## config.mk

```make
export PLATFORM = sky130hd
export DESIGN_NAME = ctime_string_to_bcd_parser
export DESIGN_NICKNAME = d
export VERILOG_FILES = /design/src/ctsb_pkg.sv /design/src/ctsb_char_step.sv /design/src/ctime_string_to_bcd_parser.sv
export SDC_FILE = /design/constraint.sdc
export NUM_CORES = 1
export LEC_CHECK = 0
export BUFFER_PORTS_ARGS = -buffer_cell sky130_fd_sc_hd__buf_4
export CELL_PAD_IN_SITES_DETAIL_PLACEMENT = 0
export CELL_PAD_IN_SITES_GLOBAL_PLACEMENT = 2
export CORE_ASPECT_RATIO = 1.25
export CORE_MARGIN = 1
export CORE_UTILIZATION = 45
export CTS_BUF_LIST = sky130_fd_sc_hd__clkbuf_8
export DETAILED_ROUTE_END_ITERATION = 7
export PLACE_DENSITY_LB_ADDON = 0.1
export SYNTH_ARGS = -nofsm -noshare
export SYNTH_HDL_FRONTEND = slang
export SYNTH_HIERARCHICAL = 1
export SYNTH_SLANG_ARGS = --single-unit
export TNS_END_PERCENT = 30
```

## constraint.sdc

```tcl
create_clock -name clock -period 6.6 [get_ports clock]
set_input_delay 0.66 -clock clock [delete_from_list [all_inputs] [get_ports clock]]
set_output_delay 0.66 -clock clock [all_outputs]
set_load 0.1 [all_outputs]
```

## src/ctsb_pkg.sv

```systemverilog
// ----------------------------------------------------------------------------
// ctsb_pkg: shared types and decode tables for the ctime string parser
// Holds the parser state record, the field length table and the name decoders.
// ----------------------------------------------------------------------------
package ctsb_pkg;

   localparam int unsigned NumFields   = 7;
   localparam logic [4:0]  MaxPosition = 5'd24;
   localparam logic [2:0]  LastField   = 3'd7;
   localparam logic [7:0]  CharSpace   = 8'h20;
   localparam logic [7:0]  CharColon   = 8'h3a;
   localparam logic [7:0]  CharNul     = 8'h00;
   localparam logic [3:0]  NibbleMask  = 4'hf;

   // field codes
   localparam logic [2:0] FldWeekday = 3'd0;
   localparam logic [2:0] FldMonth   = 3'd1;
   localparam logic [2:0] FldDay     = 3'd2;
   localparam logic [2:0] FldHour    = 3'd3;
   localparam logic [2:0] FldMinute  = 3'd4;
   localparam logic [2:0] FldSecond  = 3'd5;
   localparam logic [2:0] FldYear    = 3'd6;

   typedef struct packed {
      logic [2:0]       field_index;
      logic [2:0]       chars_in_field;
      logic [4:0]       char_position;
      logic [3:0][7:0]  field_chars;
      logic [2:0]       weekday;
      logic [3:0]       month;
      logic [4:0][7:0]  bcd;        // day, hour, minute, second, year
   } ctsb_state_type;

   localparam ctsb_state_type StateReset = '0;

   // characters per field, 0 beyond the last field
   function automatic logic [2:0] field_len(input logic [2:0] fld);
      logic [2:0] len;
      case (fld)
         FldWeekday, FldMonth:                       len = 3'd3;
         FldDay, FldHour, FldMinute, FldSecond:      len = 3'd2;
         FldYear:                                    len = 3'd4;
         default:                                    len = 3'd0;
      endcase
      return len;
   endfunction

   function automatic logic [2:0] day_code(input logic [23:0] name);
      logic [2:0] code;
      case (name)
         "Mon":   code = 3'd1;
         "Tue":   code = 3'd2;
         "Wed":   code = 3'd3;
         "Thu":   code = 3'd4;
         "Fri":   code = 3'd5;
         "Sat":   code = 3'd6;
         "Sun":   code = 3'd7;
         default: code = 3'd0;
      endcase
      return code;
   endfunction

   function automatic logic [3:0] month_code(input logic [23:0] name);
      logic [3:0] code;
      case (name)
         "Jan":   code = 4'd1;
         "Feb":   code = 4'd2;
         "Mar":   code = 4'd3;
         "Apr":   code = 4'd4;
         "May":   code = 4'd5;
         "Jun":   code = 4'd6;
         "Jul":   code = 4'd7;
         "Aug":   code = 4'd8;
         "Sep":   code = 4'd9;
         "Oct":   code = 4'd10;
         "Nov":   code = 4'd11;
         "Dec":   code = 4'd12;
         default: code = 4'd0;
      endcase
      return code;
   endfunction

   function automatic logic [7:0] pack_bcd(input logic [7:0] hi, input logic [7:0] lo);
      return {hi[3:0] & NibbleMask, lo[3:0] & NibbleMask};
   endfunction

endpackage

```

## src/ctsb_char_step.sv

```systemverilog
// ----------------------------------------------------------------------------
// ctsb_char_step: next parser state for one character
// Counts position, advances fields on separators, collects and decodes fields.
// ----------------------------------------------------------------------------
module ctsb_char_step import ctsb_pkg::*; (
   input  ctsb_state_type cur,
   input  logic [7:0]     char_code,
   output ctsb_state_type nxt
);

   logic [3:0][7:0] chars;
   logic [2:0]      count;
   logic [2:0]      bcd_slot;

   always_comb begin
      nxt      = cur;
      chars    = cur.field_chars;
      count    = cur.chars_in_field + 3'd1;
      bcd_slot = cur.field_index - FldDay;
      chars[cur.chars_in_field[1:0]] = char_code;

      if (cur.char_position >= MaxPosition) begin
         nxt = cur;
      end else if (char_code == CharNul) begin
         nxt.char_position = MaxPosition;
      end else begin
         nxt.char_position = cur.char_position + 5'd1;
         if (cur.chars_in_field == 3'd0 &&
             (char_code == CharSpace || char_code == CharColon)) begin
            if (cur.field_index < LastField) begin
               nxt.field_index = cur.field_index + 3'd1;
            end
         end else if (cur.field_index != LastField) begin
            if (count >= field_len(cur.field_index)) begin
               // field complete: decode from collected chars plus this one
               case (cur.field_index)
                  FldWeekday: nxt.weekday = day_code({chars[0], chars[1], chars[2]});
                  FldMonth:   nxt.month   = month_code({chars[0], chars[1], chars[2]});
                  FldDay, FldHour, FldMinute, FldSecond: begin
                     nxt.bcd[bcd_slot] = pack_bcd(chars[0], chars[1]);
                  end
                  FldYear:    nxt.bcd[4] = pack_bcd(chars[2], chars[3]);
                  default:    nxt.bcd    = cur.bcd;
               endcase
               nxt.chars_in_field = 3'd0;
               nxt.field_chars    = '0;
            end else begin
               nxt.chars_in_field = count;
               nxt.field_chars    = chars;
            end
         end
      end
   end

endmodule

```

## src/ctime_string_to_bcd_parser.sv

```systemverilog
// ----------------------------------------------------------------------------
// ctime_string_to_bcd_parser: ctime date string to weekday/month/BCD fields
// Path: a character is taken into the input register, its result into the result register.
// Throughput: one character per cycle, except that a last character stalls while
//   the output still holds an unaccepted result; ctsb_char_step runs one pass per cycle.
// Reset: synchronous, active high; clears parser state and both valid flags.
// The string state returns to reset after the character carrying tlast.
// ----------------------------------------------------------------------------
module ctime_string_to_bcd_parser import ctsb_pkg::*; (
   input  logic        clock,
   input  logic        reset,
   // input characters
   input  logic        req_tvalid,
   output logic        req_tready,
   input  logic [7:0]  req_tdata,    // [7:0] char_code
   input  logic        req_tlast,    // last_char
   // decoded results
   output logic        rsp_tvalid,
   input  logic        rsp_tready,
   output logic [47:0] rsp_tdata     // [2:0] weekday, [6:3] month, [14:7] day_bcd,
                                     // [22:15] hour_bcd, [30:23] minute_bcd,
                                     // [38:31] second_bcd, [46:39] year_bcd, [47] 0
);

   // input register
   logic           in_valid_ff, in_valid_in;
   logic [7:0]     in_char_ff;
   logic           in_last_ff;

   // parser state
   ctsb_state_type state_ff, state_in, step_nxt;

   // result register
   logic           rsp_valid_ff, rsp_valid_in;
   logic [47:0]    rsp_data_ff;

   logic           stall;      // a result is due but the output is still full
   logic           proc_go;    // character in the input register is consumed

   assign stall      = in_valid_ff && in_last_ff && rsp_valid_ff && !rsp_tready;
   assign proc_go    = in_valid_ff && !stall;
   assign req_tready = !in_valid_ff || !stall;

   ctsb_char_step u_step (
      .cur       (state_ff),
      .char_code (in_char_ff),
      .nxt       (step_nxt)
   );

   always_comb begin
      in_valid_in = in_valid_ff;
      if (req_tready) begin
         in_valid_in = req_tvalid;
      end

      state_in = state_ff;
      if (proc_go) begin
         // the string ends: report then drop back to reset state
         state_in = in_last_ff ? StateReset : step_nxt;
      end

      rsp_valid_in = rsp_valid_ff && !rsp_tready;
      if (proc_go && in_last_ff) begin
         rsp_valid_in = 1'b1;
      end
   end

   always_ff @(posedge clock) begin
      if (reset) begin
         in_valid_ff  <= 1'b0;
         rsp_valid_ff <= 1'b0;
         state_ff     <= StateReset;
      end else begin
         in_valid_ff  <= in_valid_in;
         rsp_valid_ff <= rsp_valid_in;
         state_ff     <= state_in;
      end
   end

   // payload registers
   always_ff @(posedge clock) begin
      if (req_tready) begin
         in_char_ff <= req_tdata;
         in_last_ff <= req_tlast;
      end
      if (proc_go && in_last_ff) begin
         rsp_data_ff <= {1'b0, step_nxt.bcd[4], step_nxt.bcd[3], step_nxt.bcd[2],
                         step_nxt.bcd[1], step_nxt.bcd[0], step_nxt.month,
                         step_nxt.weekday};
      end
   end

   assign rsp_tvalid = rsp_valid_ff;
   assign rsp_tdata  = rsp_data_ff;

   // a consumed last character always produces a result next cycle
   a_last_gives_result: assert property (@(posedge clock) disable iff (reset)
      proc_go && in_last_ff |=> rsp_valid_ff)
      else $error("last character did not produce a result");

   // state is cleared after the last character of a string
   a_clear_after_last: assert property (@(posedge clock) disable iff (reset)
      proc_go && in_last_ff |=> state_ff.char_position == 5'd0 &&
                                state_ff.field_index == 3'd0)
      else $error("parser state not cleared after string end");

   // position saturates at the limit
   a_pos_bound: assert property (@(posedge clock) disable iff (reset)
      state_ff.char_position <= MaxPosition)
      else $error("character position beyond limit");

   // an open field never holds a full year's worth of characters
   a_field_count: assert property (@(posedge clock) disable iff (reset)
      state_ff.chars_in_field < 3'd4)
      else $error("field character count overflow");

endmodule

```

==> impl_metrics.json, run 1 <==
{
  "grt_pass1_vias": 5105,
  "cp.arrival_ns": 5.02,
  "maxSlewViolCount": 0,
  "setup_viol": 0,
  "multi_input_area_mm2": 0.00336,
  "fin_worst_skew_ns": 0.0110,
  "clock.fmax_mhz": 214,
  "maxCapViolCount": 0,
  "cts_tree": "yes",
  "layout_commonest_cell": "dfxtp_1",
  "totalWireLength_um": 18200,
  "start_util": 0.460,
  "num_rows": 51,
  "finalHoldViolCount": 0,
  "io-pin-count": 63,
  "max-slew-margin-rel": 0.148,
  "postSynthAreaPerCell_um2": 11.2,
  "grt_overflow_total": 0,
  "die_x_um": 115,
  "status": "completed",
  "finalCriticalPeriod_ns": 4.68,
  "ant_nets": 0,
  "place_congestion": 0.879,
  "synthToLayoutAreaGrowth_pct": 12.2,
  "clk_latency_ns": 0.44,
  "vias": 5371,
  "dieArea_mm2": 0.0163,
  "antenna_found_initial": 0,
  "fin_crit_sh": 0.709,
  "die_h_um": 143,
  "tightest_slew_ns": 1.27,
  "cp_top_family": "compound AO/OA/AOI/OAI gates",
  "synthCells": 638,
  "critPathBufInv": 1,
  "yosysWarnings": 6,
  "hold_class": "primary input to flip-flop",
  "crit_slowest_cell": "nor4b_4",
  "cp.required_ns": 6.94,
  "crit_chain": "clkinv_1 -> ha_1 -> nor4_1 -> ha_1 -> a21o_1 -> a21o_1 -> o21ai_1 -> nor4b_4 -> mux2_2 -> a22o_1",
  "final_cell_mix": "dfxtp_1 (88), a22o_1 (77), buf_4 (67)",
  "reg2reg_slack_ns": 1.92,
  "timing.hold.ws_ns": 0.390,
  "io_buffers": 61,
  "numCtsBuffers": 17,
  "irDropWorstVdd_uv": 136,
  "viasPerCell": 5.95,
  "coreArea_mm2": 0.0155,
  "clk_pin_slew_ns": 0.08,
  "post_drt_wl_per_cell_um": 20.1,
  "drive_gt1_frac": 0.256,
  "fillers": 1426,
  "syn_nets": 666,
  "post-cts-setup-buffers": 0,
  "diodes": 0,
  "path_class": "flip-flop to flip-flop",
  "grt_usage": 0.231,
  "slowest_delay_ns": 0.74,
  "setup_tns_ns": 0,
  "leakage_nw": 3.05,
  "dp_hpwl_um": 11800,
  "max-clock-path-buffers": 2,
  "worst_setup_path_end_kind": "flip-flop",
  "grt_pass1_wl_um": 28400,
  "grt_max_degree": 87,
  "drt-pass1-iter-count": 5,
  "netlist_area_mm2": 0.00713,
  "drc": 0,
  "cts_htree_levels": 4,
  "cts_sinks": 144,
  "clockRootBuffer": "clkbuf_8",
  "hold_buffers": 0,
  "cts_resized": 0,
  "start_kind": "flip-flop",
  "rsz0062_at_grt": "no",
  "drt_iter0_markers": 317,
  "ff_latch_area_mm2": 0.00344,
  "fin_nets": 706,
  "cp_max_fo": 24,
  "powerDensity_mw_per_mm2": 220
}
## cell type report
type,count,share of cell area
well taps,212,0.0332
clock buffers,17,0.0293
clock inverters,15,0.0182
multi-input cells,436,0.420
repair buffers,67,0.0629
flip-flops and latches,144,0.431
inverters,12,0.00564
## sequential cells by signal, summed over array words and instances (netlist names)
| signal | cells |
|---|---|
| state_ff | 86 |
| rsp_tdata | 47 |
| in_char_ff | 8 |
| in_last_ff | 1 |
| in_valid_ff | 1 |
| rsp_tvalid | 1 |
## through the flow
step                 util  cell area [um^2]  total power, mW  instances  setup slack [ns]
detailed placement  0.491              7610             1.10        871              1.90
finish              0.515              7990             1.76        903              1.92
floorplan               -              7130             1.07        638              3.23
global placement    0.491              7610             1.10        871              2.10
CTS                 0.515              7990             1.78        903              1.90
global route        0.515              7990             1.83        903              1.56
## power breakdown
part / switching [mW] / internal, mW / leakage [nW]
Clock: 0.345 / 0.334 / 0.201
Combinational: 0.0998 / 0.0350 / 1.56
Sequential: 0.0151 / 0.930 / 1.29
## final timing paths
| path | startpoint | cells past startpoint | endpoint |
|---|---|---|---|
| hold reg to reg | state_ff[26] | 1 | state_ff[26] |
| hold / removal | req_tlast | 1 | in_last_ff |
| setup reg to reg | state_ff[89] | 10 | state_ff[20] |
| setup / recovery | state_ff[89] | 10 | state_ff[20] |
## routing by layer
layer	wire length, um	vias up	GRT usage
met5	0	-	0
met1	8280	2632	0.306
met3	669	26	0.0450
li1	-	2561	-
met4	454	0	0.0841
met2	8760	152	0.375
No activity file was read; power rests on OpenSTA's default activity.
==> run 2, diff against run 1 <==
ABC_AREA = 1   (was unset)
CORE_UTILIZATION = 36   (was 45)
clock period = 4.7 ns   (was 6.6 ns; I/O delays follow)
==> run 2 against run 1 <==
Effect of this change:
- die area increased by 38%
- worst hold slack lost 0.21 ns
- combinational power grew 140%
- critical endpoint is now state_ff[65]
- cell count is 58% higher
- synthesized cell count grew 73%
- power is 49% higher
- worst setup slack worse by 0.65 ns
- final area rose by 11%
- critical path depth grew 7
- clock skew grew 0.0082 ns
- clock power rose by 43%
- sequential power increased by 41%
==> impl_metrics.json, run 2 <==
{
  "status": "completed",
  "crit_slowest_cell": "dfxtp_1",
  "pre_cts_ws_ns": 1.29,
  "cts_resized": 0,
  "yosysWarnings": 6,
  "dp_hpwl_um": 15800,
  "clk_latency_ns": 0.46,
  "holdPathStages": 1,
  "drt-pass1-iter-count": 8,
  "fin_worst_skew_ns": 0.0192,
  "diodes": 0,
  "maxCapViolCount": 0,
  "synthCells": 1103,
  "cp.required_ns": 5.08,
  "worst_setup_path_end_kind": "flip-flop",
  "grt_usage": 0.212,
  "tightest_slew_ns": 0.777,
  "cts_sinks": 144,
  "vias": 7084,
  "viasPerCell": 4.95,
  "die_x_um": 134,
  "largest_register": "state_ff",
  "die_h_um": 168,
  "totalWireLength_um": 23200,
  "reg2reg_from": "state_ff[87]",
  "hold_buffers": 0,
  "cts_htree_levels": 4,
  "layout_commonest_cell": "nand2_1",
  "path_class": "flip-flop to flip-flop",
  "cts_tree": "yes",
  "finalCriticalPeriod_ns": 3.43,
  "final_cell_mix": "nand2_1 (444), a21oi_1 (93), dfxtp_1 (88)",
  "irDropWorstVdd_uv": 162,
  "fin_nets": 1166,
  "start_kind": "flip-flop",
  "maxSlewViolCount": 0,
  "cp.arrival_ns": 3.81,
  "ff_latch_area_mm2": 0.00344,
  "rr_worst_depth": 17,
  "place_congestion": 0.845,
  "grt_max_degree": 67,
  "io-pin-count": 63,
  "powerDensity_mw_per_mm2": 297,
  "finalHoldViolCount": 0,
  "ant_nets": 0,
  "drc": 0,
  "postSynthAreaPerCell_um2": 7.16,
  "clk_pin_slew_ns": 0.09,
  "fin_crit_sh": 0.729,
  "hold_class": "primary input to flip-flop",
  "drive_gt1_frac": 0.136,
  "start_util": 0.366,
  "coreArea_mm2": 0.0215,
  "hold_end": "in_last_ff",
  "dieArea_mm2": 0.0225,
  "max-clock-path-buffers": 2,
  "slowest_delay_ns": 0.49,
  "setup_ws_ns": 1.27,
  "hold_start": "req_tlast",
  "r2r-end": "state_ff[65]",
  "timing.hold.ws_ns": 0.181,
  "crit_chain": "inv_1 -> ha_1 -> inv_1 -> a21oi_1 -> nor2_1 -> nand2_1 -> nor2_1 -> ha_1 -> nand2_1 -> o21ai_0 -> a31oi_1 -> inv_1 -> nor2_4 -> inv_2 -> o21ai_0 -> nand2_1 -> a21oi_1",
  "grt_overflow_total": 0,
  "multi_input_area_mm2": 0.00383,
  "post_drt_wl_per_cell_um": 16.2,
  "max-slew-margin-rel": 0.482,
  "leakage_nw": 3.38,
  "numCtsBuffers": 17,
  "drt_iter0_markers": 408,
  "cp_max_fo": 26,
  "post-cts-setup-buffers": 0,
  "antenna_found_initial": 0,
  "reg2reg_slack_ns": 1.27,
  "setup_viol": 0,
  "clockRootBuffer": "clkbuf_8",
  "netlist_area_mm2": 0.00789,
  "syn_nets": 1131,
  "rsz0062_at_grt": "no",
  "io_buffers": 61,
  "fillers": 2274,
  "grt_pass1_vias": 6680,
  "num_rows": 60,
  "largest_reg_flops": 86,
  "clock.fmax_mhz": 292,
  "grt_pass1_wl_um": 36300,
  "synthToLayoutAreaGrowth_pct": 12.1,
  "setup_tns_ns": 0
}
[run 2: layer usage]
metal | part of all wire | track usage
met1 | 0.44 | 0.256
met2 | 0.51 | 0.382
met3 | 0.031 | 0.0315
met4 | 0.014 | 0.0674
met5 | 0 | 0
[run 2: power breakdown]
part | total [mW] | switching, mW | internal, mW | leakage [nW]
clock | 0.975 | 0.541 | 0.434 | 0.192
sequential | 1.33 | 0.0153 | 1.31 | 1.25
combinational | 0.324 | 0.258 | 0.0660 | 1.94
total | 2.63 | 0.814 | 1.81 | 3.38
[run 2: worst max path at each step]
stage | from | endpoint | slack (ns) | depth (start not counted)
after floorplan | rsp_tvalid | rsp_tdata[0] | 1.43 | 3
after global placement | state_ff[87] | state_ff[28] | 1.40 | 16
after detailed placement | state_ff[87] | state_ff[26] | 1.29 | 16
after CTS | state_ff[87] | state_ff[31] | 1.27 | 16
after global routing | state_ff[87] | state_ff[31] | 0.83 | 16
final | state_ff[87] | state_ff[65] | 1.27 | 17
[run 2: area by class of cell]
| cell class | instances | area share |
|---|---|---|
| clock buffer | 17 | 0.0264 |
| clock inverter | 15 | 0.0167 |
| inverter | 88 | 0.0382 |
| multi-input combinational | 821 | 0.433 |
| sequential | 144 | 0.389 |
| tap | 279 | 0.0394 |
| timing repair buffer | 66 | 0.0574 |
[run 2: stage by stage]
step                      std cells  power, mW  area, um^2   util
after floorplan                1103       1.60        7890      -
after global placement         1398       1.68        8470  0.393
after detailed placement       1398       1.68        8470  0.393
after CTS                      1430       2.67        8850  0.411
after global routing           1430       2.75        8850  0.411
final                          1430       2.63        8850  0.411
[run 2: worst max-delay path, delay by kind of cell, from the launching register on]
family                   cells  cell delay [ns]
AO/OA/AOI/OAI                5             0.89
adder cells (fa/ha/maj)      2             0.50
AND/OR/NAND/NOR              6             0.81
flip-flops                   1             0.49
buffers and inverters        4             0.68
